$ cat config.mk
export PLATFORM = sky130hd
export DESIGN_NAME = zero_mask_tile_codec
export DESIGN_NICKNAME = d
export VERILOG_FILES = /design/src/design/zmtc_pkg.sv /design/src/design/zmtc_ram.sv /design/src/design/zero_mask_tile_codec.sv
export SDC_FILE = /design/constraint.sdc
export NUM_CORES = 1
export LEC_CHECK = 0
export ABC_AREA = 1
export BUFFER_PORTS_ARGS = -buffer_cell sky130_fd_sc_hd__buf_2
export CORE_MARGIN = 2
export CORE_UTILIZATION = 30
export DETAILED_ROUTE_END_ITERATION = 8
export MAX_ROUTING_LAYER = met4
export PLACE_DENSITY_LB_ADDON = 0.12
export SLEW_MARGIN = 20
export SYNTH_ARGS = -nofsm -noshare
export SYNTH_HDL_FRONTEND = slang
export SYNTH_SLANG_ARGS = --single-unit
export TNS_END_PERCENT = 100
$ cat constraint.sdc
create_clock -name clk -period 4.18 [get_ports clk]
set_input_delay 0.418 -clock clk [delete_from_list [all_inputs] [get_ports clk]]
set_output_delay 0.418 -clock clk [all_outputs]
set_load 0.01 [all_outputs]
$ cat src/design/zmtc_pkg.sv
// Shared types and constants for the zero-mask tile codec.
package zmtc_pkg;

  localparam int BYTE_W = 8;
  localparam int SUM_W  = 16;

  // Sequencer state codes.
  localparam int STATE_W = 2;
  localparam logic [STATE_W-1:0] S_IN    = 2'd0;  // waiting for an input transfer
  localparam logic [STATE_W-1:0] S_EXP   = 2'd1;  // expand: literal and zero-fill output
  localparam logic [STATE_W-1:0] S_PMASK = 2'd2;  // pack: mask byte output
  localparam logic [STATE_W-1:0] S_PLIT  = 2'd3;  // pack: literal scan through the tile RAM

  // One result item as it sits in the output register.
  typedef struct packed {
    logic [SUM_W-1:0]  sum;
    logic              done;
    logic              last;
    logic [BYTE_W-1:0] data;
  } out_item_t;

endpackage

$ cat src/design/zmtc_ram.sv
// Generic single-write, single-read RAM with a registered read port.
module zmtc_ram #(
  parameter int WIDTH = 8,
  parameter int DEPTH = 32
) (
  input  logic                     clk,
  input  logic                     wr_en,
  input  logic [$clog2(DEPTH)-1:0] wr_addr,
  input  logic [WIDTH-1:0]         wr_data,
  input  logic [$clog2(DEPTH)-1:0] rd_addr,
  output logic [WIDTH-1:0]         rd_data
);

  logic [WIDTH-1:0] mem [DEPTH];

  always_ff @(posedge clk) begin
    if (wr_en) begin
      mem[wr_addr] <= wr_data;
    end
    rd_data <= mem[rd_addr];
  end

endmodule

$ cat src/design/zero_mask_tile_codec.sv
// Top level of the zero-mask tile codec: expand and pack of byte tiles with bitmask headers.
//
// The codec handles tiles of TILE_BYTES bytes, coded with one mask bit per byte, the
// mask bytes taken most significant bit first. In expand mode (pack_mode = 0) the first
// ceil(TILE_BYTES/8) input bytes of a tile are masks; a set bit takes the next input byte
// as a literal, a clear bit produces a zero byte. Every tile byte is sent as soon as it is
// known, together with the running 16-bit sum of the literals of the tile. In pack mode
// (pack_mode = 1) the raw bytes are written into a tile RAM while the mask is built; after
// the last byte of the tile the block sends the mask bytes and then the nonzero bytes in
// order, with a zero sum. m_tlast marks the last result caused by one input transfer and
// m_tuser the last result of a tile. The block works on one input item at a time. An
// expand mask byte is taken and then the zero bytes it settles are sent one by one; an
// expand literal is sent and then the zero bytes after it. A pack raw byte is stored in
// the tile RAM; after the final byte of a tile the block sends the mask bytes and then
// scans the tile RAM up to the last nonzero byte, where each nonzero byte waits for the
// registered read of the RAM. A stalled output holds back the next result. A result
// waiting in the output register does not hold off the next input transfer. Writing
// the configuration register aborts the current tile; write it only while the block
// is idle.
module zero_mask_tile_codec #(
  parameter int TILE_BYTES = 32
) (
  input  logic        clk,
  input  logic        rst,
  // Configuration register pack_mode.
  input  logic        cfg_wen,
  input  logic        cfg_wdata,
  // Input stream.
  input  logic        s_tvalid,
  output logic        s_tready,
  input  logic [7:0]  s_tdata,   // [7:0] in_byte
  // Output stream.
  output logic        m_tvalid,
  input  logic        m_tready,
  output logic [23:0] m_tdata,   // [7:0] out_byte, [23:8] byte_sum
  output logic        m_tlast,   // run_last
  output logic        m_tuser    // [0] tile_done
);

  // Number of mask bytes in a tile header and the width of the mask vector.
  localparam int HDR = (TILE_BYTES + 7) / 8;
  localparam int MW  = HDR * 8;
  localparam int AW  = $clog2(TILE_BYTES);
  localparam int IW  = $clog2(MW);
  localparam int PW  = $clog2(TILE_BYTES + 1);
  localparam int HW  = $clog2(HDR + 1);

  localparam logic [PW-1:0] TILE_POS = PW'(TILE_BYTES);
  localparam logic [HW-1:0] HDR_CNT  = HW'(HDR);
  localparam logic [HW-1:0] HDR_LAST = HW'(HDR - 1);

  // Mask bit p governs tile byte p; header byte h carries bits 8h..8h+7, MSB first.
  logic                          pack_mode, pack_mode_next;
  logic [zmtc_pkg::STATE_W-1:0]  state, state_next;
  logic [HW-1:0]                 header_count, header_count_next;
  logic [MW-1:0]                 mask_bits, mask_bits_next;
  logic [PW-1:0]                 pos, pos_next;
  logic [PW-1:0]                 known, known_next;
  logic [zmtc_pkg::SUM_W-1:0]    literal_sum, literal_sum_next;
  logic                          lit_pending, lit_pending_next;
  logic [zmtc_pkg::BYTE_W-1:0]   lit_byte, lit_byte_next;
  logic                          rd_ok, rd_ok_next;
  zmtc_pkg::out_item_t           out_item, o_item;
  logic                          o_load;
  logic                          clear_tile;

  logic                          can_load;
  logic [PW-1:0]                 pos1;
  logic                          fill_now;
  logic                          fill_after;
  logic [zmtc_pkg::BYTE_W-1:0]   mask_byte;
  logic [MW-1:0]                 mask_rest;

  logic                          ram_we;
  logic [zmtc_pkg::BYTE_W-1:0]   ram_rdata;

  assign s_tready = (state == zmtc_pkg::S_IN);
  assign can_load = !m_tvalid || m_tready;
  assign pos1     = pos + 1'b1;

  // Expand: is a byte owed at the current position, and would one be owed after it.
  assign fill_now   = lit_pending || ((pos < known) && !mask_bits[pos[IW-1:0]]);
  assign fill_after = (pos1 < known) && !mask_bits[pos1[IW-1:0]];

  // Pack: set bits above the current position tell whether more literals follow.
  assign mask_rest = mask_bits >> pos1;

  // Pack: header byte selected by header_count, first tile byte in bit 7.
  always_comb begin
    mask_byte = '0;
    for (int i = 0; i < MW; i++) begin
      if (int'(header_count) == i / 8) begin
        mask_byte[7 - (i % 8)] = mask_bits[i];
      end
    end
  end

  // The tile RAM holds raw bytes in pack mode; it is read at the scan position.
  zmtc_ram #(
    .WIDTH(zmtc_pkg::BYTE_W),
    .DEPTH(TILE_BYTES)
  ) u_tile_ram (
    .clk    (clk),
    .wr_en  (ram_we),
    .wr_addr(pos[AW-1:0]),
    .wr_data(s_tdata),
    .rd_addr(pos[AW-1:0]),
    .rd_data(ram_rdata)
  );

  always_comb begin
    int kv;
    pack_mode_next    = pack_mode;
    state_next        = state;
    header_count_next = header_count;
    mask_bits_next    = mask_bits;
    pos_next          = pos;
    known_next        = known;
    literal_sum_next  = literal_sum;
    lit_pending_next  = lit_pending;
    lit_byte_next     = lit_byte;
    rd_ok_next        = 1'b0;
    ram_we            = 1'b0;
    o_load            = 1'b0;
    o_item            = '0;
    clear_tile        = 1'b0;
    kv                = (int'(header_count) + 1) * 8;
    if (kv > TILE_BYTES) begin
      kv = TILE_BYTES;
    end

    case (state)
      zmtc_pkg::S_IN: begin
        if (s_tvalid) begin
          if (pack_mode) begin
            // Store the raw byte and note whether it is nonzero.
            ram_we                          = 1'b1;
            mask_bits_next[pos[IW-1:0]]     = (s_tdata != '0);
            pos_next                        = pos1;
            if (pos1 >= TILE_POS) begin
              header_count_next = '0;
              state_next        = zmtc_pkg::S_PMASK;
            end
          end else if (header_count < HDR_CNT) begin
            // Mask byte: unpack its bits, then settle the zero bytes it governs.
            for (int i = 0; i < MW; i++) begin
              if (int'(header_count) == i / 8) begin
                mask_bits_next[i] = s_tdata[7 - (i % 8)];
              end
            end
            header_count_next = header_count + 1'b1;
            known_next        = PW'(kv);
            lit_pending_next  = 1'b0;
            state_next        = zmtc_pkg::S_EXP;
          end else begin
            // Literal byte: it is sent first, zero bytes up to the next set bit follow.
            literal_sum_next = literal_sum + {8'b0, s_tdata};
            lit_byte_next    = s_tdata;
            lit_pending_next = 1'b1;
            known_next       = TILE_POS;
            state_next       = zmtc_pkg::S_EXP;
          end
        end
      end

      zmtc_pkg::S_EXP: begin
        if (!fill_now) begin
          state_next = zmtc_pkg::S_IN;
        end else if (can_load) begin
          o_load           = 1'b1;
          o_item.data      = lit_pending ? lit_byte : '0;
          o_item.sum       = literal_sum;
          lit_pending_next = 1'b0;
          pos_next         = pos1;
          if (!fill_after) begin
            o_item.last = 1'b1;
            state_next  = zmtc_pkg::S_IN;
            if (pos1 >= TILE_POS) begin
              o_item.done = 1'b1;
              clear_tile  = 1'b1;
            end
          end
        end
      end

      zmtc_pkg::S_PMASK: begin
        if (can_load) begin
          o_load      = 1'b1;
          o_item.data = mask_byte;
          if (header_count == HDR_LAST) begin
            if (mask_bits == '0) begin
              // A tile of zeros ends with its last mask byte.
              o_item.last = 1'b1;
              o_item.done = 1'b1;
              clear_tile  = 1'b1;
              state_next  = zmtc_pkg::S_IN;
            end else begin
              pos_next   = '0;
              state_next = zmtc_pkg::S_PLIT;
            end
          end else begin
            header_count_next = header_count + 1'b1;
          end
        end
      end

      zmtc_pkg::S_PLIT: begin
        // rd_ok says the RAM output belongs to the current position.
        rd_ok_next = 1'b1;
        if (!mask_bits[pos[IW-1:0]]) begin
          pos_next   = pos1;
          rd_ok_next = 1'b0;
        end else if (rd_ok && can_load) begin
          o_load      = 1'b1;
          o_item.data = ram_rdata;
          if (mask_rest == '0) begin
            o_item.last = 1'b1;
            o_item.done = 1'b1;
            clear_tile  = 1'b1;
            state_next  = zmtc_pkg::S_IN;
          end else begin
            pos_next   = pos1;
            rd_ok_next = 1'b0;
          end
        end
      end

      default: begin
        state_next = zmtc_pkg::S_IN;
      end
    endcase

    // A mode write restarts the tile from scratch.
    if (cfg_wen) begin
      pack_mode_next = cfg_wdata;
      clear_tile     = 1'b1;
      state_next     = zmtc_pkg::S_IN;
    end

    if (clear_tile) begin
      header_count_next = '0;
      mask_bits_next    = '0;
      pos_next          = '0;
      known_next        = '0;
      literal_sum_next  = '0;
      lit_pending_next  = 1'b0;
    end
  end

  always_ff @(posedge clk) begin
    if (rst) begin
      pack_mode    <= 1'b0;
      state        <= zmtc_pkg::S_IN;
      header_count <= '0;
      mask_bits    <= '0;
      pos          <= '0;
      known        <= '0;
      literal_sum  <= '0;
      lit_pending  <= 1'b0;
      rd_ok        <= 1'b0;
      m_tvalid     <= 1'b0;
    end else begin
      pack_mode    <= pack_mode_next;
      state        <= state_next;
      header_count <= header_count_next;
      mask_bits    <= mask_bits_next;
      pos          <= pos_next;
      known        <= known_next;
      literal_sum  <= literal_sum_next;
      lit_pending  <= lit_pending_next;
      rd_ok        <= rd_ok_next;
      if (o_load) begin
        m_tvalid <= 1'b1;
      end else if (m_tready) begin
        m_tvalid <= 1'b0;
      end
    end
  end

  // Payload registers need no reset.
  always_ff @(posedge clk) begin
    lit_byte <= lit_byte_next;
    if (o_load) begin
      out_item <= o_item;
    end
  end

  assign m_tdata = {out_item.sum, out_item.data};
  assign m_tlast = out_item.last;
  assign m_tuser = out_item.done;

endmodule
# Word level (Yosys, flattened, before mapping)
# Memory sizes are Yosys's and may differ from the RTL's. A register that Yosys moved wholly into a read port is not among the register bits.
# Cells that the tools add are included.
[word_totals] mem_bits_rw=256 reg_bits=103 out_inout_bits=28 word_cells=245 mem_count=1
[classes] n_reduce_logical=36 addsub=4 n_shift=1 muxes=148 n_eq_ne=25 n_lt_le_gt_ge=8 n_bitwise=4
[mem_list] name="u_tile_ram.mem" words=32 word_bits=8 read_ports=1 rd_ports_with_merged_regs=1 write_ports=1 line="zmtc_ram.sv:14" source="logic [WIDTH-1:0] mem [DEPTH];"
[op_table] operator="two-way mux 1 bit" n=95
[op_table] operator="two-way mux 6 bit" n=12
[op_table] operator="logical NOT 32 bit" n=2
[op_table] operator="two-way mux 32 bit" n=2
[op_table] operator="two-way mux 10 bit" n=5
[op_table] operator="bitwise mux 32 bit" n=1
[op_table] operator="two-way mux 2 bit" n=16
[op_table] operator="right shift 32 x 6 -> 32 bit" n=1
[op_table] operator="one-hot mux 10 bit (3 select lines)" n=1
[op_table] operator="one-hot mux 6 bit (4 select lines)" n=1
[op_table] operator="!= test 2 bit (second input constant)" n=11
[op_table] operator="AND reduction 4 bit" n=5
[op_table] operator="two-way mux 3 bit" n=6
[op_table] operator="AND reduction 9 bit" n=2
[op_table] operator="adder 16 x 8 -> 16 bit" n=1
[op_table] operator="nonzero test 2 bit" n=8
[op_table] operator="< comparator 5 x 6 -> 1 bit (second input constant)" n=2
[op_table] operator="< comparator 6 bit" n=2
[op_table] operator="!= test 3 bit (second input constant)" n=4
[op_table] operator="binary-select mux 1 bit (select 5 bit)" n=2
[op_table] operator="two-way mux 8 bit" n=1
[op_table] operator="one-hot mux 2 bit (4 select lines)" n=1
[op_table] operator="nonzero test 8 bit" n=1
[op_table] operator="greater-than comparator 7 x 6 -> 1 bit (second input constant)" n=1
[op_table] operator="other kinds (28)" n=43

# Logic depth before layout (Yosys ltp)
[logic_depth] depth_word=11 depth_mapped=26 ltp_nobuf=21

# Cells and area by module
# A second synthesis with hierarchy kept.
[unflattened] hier_cells=1992 hier_area_um2=17810.8
[by_module_without_submodules] mod="zmtc_ram" cells_each=922 area_per_inst_um2=10786.6 seq_area_each_um2=7847.5 n_inst=1
[by_module_without_submodules] mod="zero_mask_tile_codec" cells_each=1070 area_per_inst_um2=7024.2 seq_area_each_um2=2342.2 n_inst=1

# Worst setup path before layout
# OpenSTA, ideal clock, no wires.
[synth_timing] kind="register to register" start="register pos[0]" end="register literal_sum[7] (netlist bit)" path_buffers=6 arrival_ps=3338 required_time_ps=4058 slack_ps=721 stages_incl_launch_ff=25 synth_period_minus_slack_ps=3459 cell_sequence="dfxtp_1 buf_4 inv_4 buf_2 clkbuf_1 clkbuf_1 ha_1 inv_2 clkbuf_1 nand3_1 nand3_1 o21ai_0 nand2_1 nand2_1 nand2_1 nand2_1 nand2_1 nand2_1 nor2_1 nand2_1 nor2_2 nand3_2 nand4_4 buf_4 a21oi_1"
[synth_via] elab_chain_len=11 elab_cells_between_ends=25 classes_between="1 x add/sub; 3 x order compare; 1 x shift; 13 x mux; 7 x reduce/logical"
[synth_rtl] item="from (decl)" line="zero_mask_tile_codec.sv:57" source="logic [PW-1:0] pos, pos_next;"
[synth_rtl] item="from (signal assigned)" line="zero_mask_tile_codec.sv:267" source="pos <= pos_next;"
[synth_rtl] item="parallel branches: the longest is 8 deep, another holds adder 6 x 1 -> 6 bit"
[synth_rtl] item="one-hot mux 1 bit (3 select lines) (*)" line="zero_mask_tile_codec.sv:132" source="case (state)"
[synth_rtl] item="two-way mux 1 bit (*)" line="zero_mask_tile_codec.sv:234" source="if (cfg_wen) begin"
[synth_rtl] item="OR reduction 2 bit (no source line) (*)"
[synth_rtl] item="to (signal assigned)" line="zero_mask_tile_codec.sv:269" source="literal_sum <= literal_sum_next;"
[synth_rtl] item="to (decl)" line="zero_mask_tile_codec.sv:59" source="logic [zmtc_pkg::SUM_W-1:0] literal_sum, literal_sum_next;"
# Mark *: on every way between the ends. The select of a mux whose other input is x is not followed.
# A chain may end at the register's enable or synchronous reset.

# Worst setup path after layout
[layout_timing] start="register pos[0]" end="register mask_bits[17]"
[layout_via] elab_chain_len=11 elab_cells_between_ends=32 classes_between="1 x add/sub; 5 x order compare; 1 x shift; 17 x mux; 8 x reduce/logical"
[layout_rtl] item="parallel branches: the longest is 11 deep, another holds adder 6 x 1 -> 6 bit"
[layout_rtl] item="to (signal assigned)" line="zero_mask_tile_codec.sv:266" source="mask_bits <= mask_bits_next;"
[layout_rtl] item="to (decl)" line="zero_mask_tile_codec.sv:56" source="logic [MW-1:0] mask_bits, mask_bits_next;"
# Several ways; the timed one is not identified. The select of a mux whose other input is x is not followed.

==> qor.yml <==
startpoint_type: "register"
cts_inserted_buffers: 40
required_ns: 4.60
clk_latency_ns: 0.59
placementRows: 89
h-tree-depth: 2
fin_setup_tns_ns: 0
critPathKind: "reg2reg"
drtIter0Drc: 1586
grt-ovfl-total: 0
max_stage_delay_ns: 0.50
cp_max_fo: 61
use_met3_pct: 2.14
synth_edf_count: 290
diodes: 0
root_buffer: "clkbuf_16"
cts_tree: "built"
async_flop_share_pct: 0
io-pin-count: 42
syn_avg_cell_area_sq_um: 9.05
finalWorstSetupSlack_ns: 0.338
syn_area_sq_mm: 0.0181
switching_share_pct: 25.0
min_path_type: "in2reg"
place_worst_setup_slack_ns: 0.263
finalHoldViolations: 0
postCtsSetupBuffers: 0
dp_hpwl_microns: 40200
finalPower_mw: 8.05
crit_chain: "buf_4, nand3_2, nor2_2, xor2_2, inv_1, nand3_1, nand2_1, nor2_1, nand4_1, nor2_1, nand3_2, nand4_4, buf_6, a21oi_1"
synth_common_cells: "nand2_1 (384), nor2_1 (331), edfxtp_1 (290)"
crit_slowest_cell: "inv_1"
power_frac_seq_pct: 49.3
start_util_pct: 30.5
drive_gt1_share_pct: 8.35
min_path_cells: 2
area_delta_synth_final_pct: 12.7
clockBufferDepth: 3
cp.arrival_ns: 4.27
grtUsageMet2_pct: 30.7
pwr-share-clk_pct: 41.8
antenna_found_initial: 0
netlist-cell-type-count: 54
routedWlPerCell_microns: 21.2
slew_headroom_pct: 29.2
rsz0062_at_grt: "no"
grt_max_degree: 162
synth_top_area_share_pct: 48.2
period_share_pct: 91.9
syn_inst: 1996
nNetsFinal: 2053
use_met1_pct: 27.1
r2r_cells: 14
nFillCells: 6147
slew_violations: 0
busiest_layer: "met2"
vias_per_cell: 5.23
status: "finished clean"
synth.most_common_cell: "nand2_1"
p_per_area_mw_per_mm2: 396
core_area_sq_mm: 0.0592
holdWs_ns: 0.0683
syn_nets: 2032
die_x_microns: 249
worst_setup_path_end_kind: "register"
power.leakage_nw: 7.44
fmax_mhz: 260
drtAntennaViolNets: 0
gp_congestion: 0.875
wl_microns: 59900
grt_first_pass_wirelength_microns: 91000
die-height_microns: 249
grt_usage_pct: 19.7
ff2ff_setup_slack_ns: 0.34
switchingPower_mw: 2.01
synth_area_leader_cell: "edfxtp_1"
ys.warnings.count: 0
synthTopCellsByArea: "edfxtp_1 (48%), dfxtp_1 (8.2%), nand2_1 (8.0%)"
ys_ff_latch: 364
cts.sink_count: 364
combinationalPowerShare_pct: 8.9
synth_ff_type: "edfxtp_1"
path_clk_slew_ns: 0.06
skew_ns: 0.0357
ys_seq_area_share_pct: 56.4
grt_pass1_vias: 13936
first_pass_iters: 5
cap_violations: 0
die-area_sq_mm: 0.0622
fin_crit_ns: 3.84
setup_viol: 0
route.detailed.drc: 0
ir_drop_mv: 0.329
io_buffers: 41
num_vias: 14756
tightest_slew_ns: 1.06
p_int_mw: 6.04
[layout make-up]
class,instances,area (sq um),share of cell area [%]
flip-flops and latches,364,10200,50.1
well taps,773,967,4.75
clock inverters,17,136,0.670
clock buffers,57,1100,5.38
multi-input cells,1425,7000,34.4
inverters,100,378,1.86
repair buffers,86,584,2.87
[registers in the layout (all words and copies together) (netlist names), 3 cells and up]
register	flops
header_count	3
u_tile_ram.mem	256
literal_sum	16
u_tile_ram.rd_data	8
lit_byte	8
mask_bits	32
pos	6
known	3
m_tdata	24
[worst max-delay path, delay by kind of cell (launching register included)]
kind,cells,cell delay [ns]
AOI/OAI and AO/OA,1,0.09
xor gates and xnor gates,1,0.28
buffers and inverters,3,1.32
DFF,1,0.37
and+or+nand+nor,9,1.54
[final timing paths]
check | from | endpoint
setup / recovery | pos[0] | mask_bits[17]
hold / removal | rst | pack_mode
setup reg to reg | pos[0] | mask_bits[17]
hold reg to reg | literal_sum[15] | literal_sum[15]
[cell usage in the layout, fill, tap and decap left out, types with 12 or more instances in the layout]
cell type  synthesis  final
nand2_1          384    384
nor2_1           331    330
edfxtp_1         290    290
o21ai_0          214    214
nand3_1          170    170
inv_1             88     88
dfxtp_1           74     72
o22ai_1           64     64
a21oi_1           63     63
clkbuf_16          0     41
buf_2             17     41
buf_4             14     41
ha_1              21     21
mux2i_1           18     18
a22o_1            16     16
a221oi_1          16     16
clkbuf_1          66     15
o21ai_1           14     14
nor3_1            12     12
[kinds of logic after synthesis]
family                     Yosys count  synth area share, %
and+or+nand+nor                    945                 21.8
AOI/OAI and AO/OA                  425                 13.5
DFF                                364                 56.4
buffers and inverters              207                 4.81
adders and majority gates           23                 1.62
muxes                               18                0.998
xor gates and xnor gates            14                0.825
[layer usage]
| layer | vias up | share of wire [%] |
|---|---|---|
| met3 | 77 | 4.4 |
| met2 | 403 | 46 |
| met1 | 7221 | 47 |
| met5 | - | 0 |
| li1 | 7055 | - |
| met4 | 0 | 2.6 |
[power groups by stage]
stage | combinational [mW] | clock (mW) | sequential [mW]
2_1_floorplan | 0.441 | 0 | 4.04
3_3_place_gp | 0.716 | 0 | 4.05
3_5_place_dp | 0.715 | 0 | 4.05
4_1_cts | 0.718 | 3.44 | 3.97
5_1_grt | 0.800 | 3.59 | 3.97
6_report | 0.716 | 3.36 | 3.97
[through the flow]
stage / area (sq um) / util (%) / cells
3_3_place_gp: 19100 / 32.3 / 2748
6_report: 20400 / 34.4 / 2822
4_1_cts: 20400 / 34.4 / 2822
2_1_floorplan: 18100 / - / 1996
5_1_grt: 20400 / 34.4 / 2822
3_5_place_dp: 19100 / 32.3 / 2748
[timing repair]
action / in CTS / in global routing
endpoints found under the setup margin: 0 / 61
hold buffers: 0 / 0
resized for setup: 0 / 1
No activity file was read; power rests on OpenSTA's default activity.
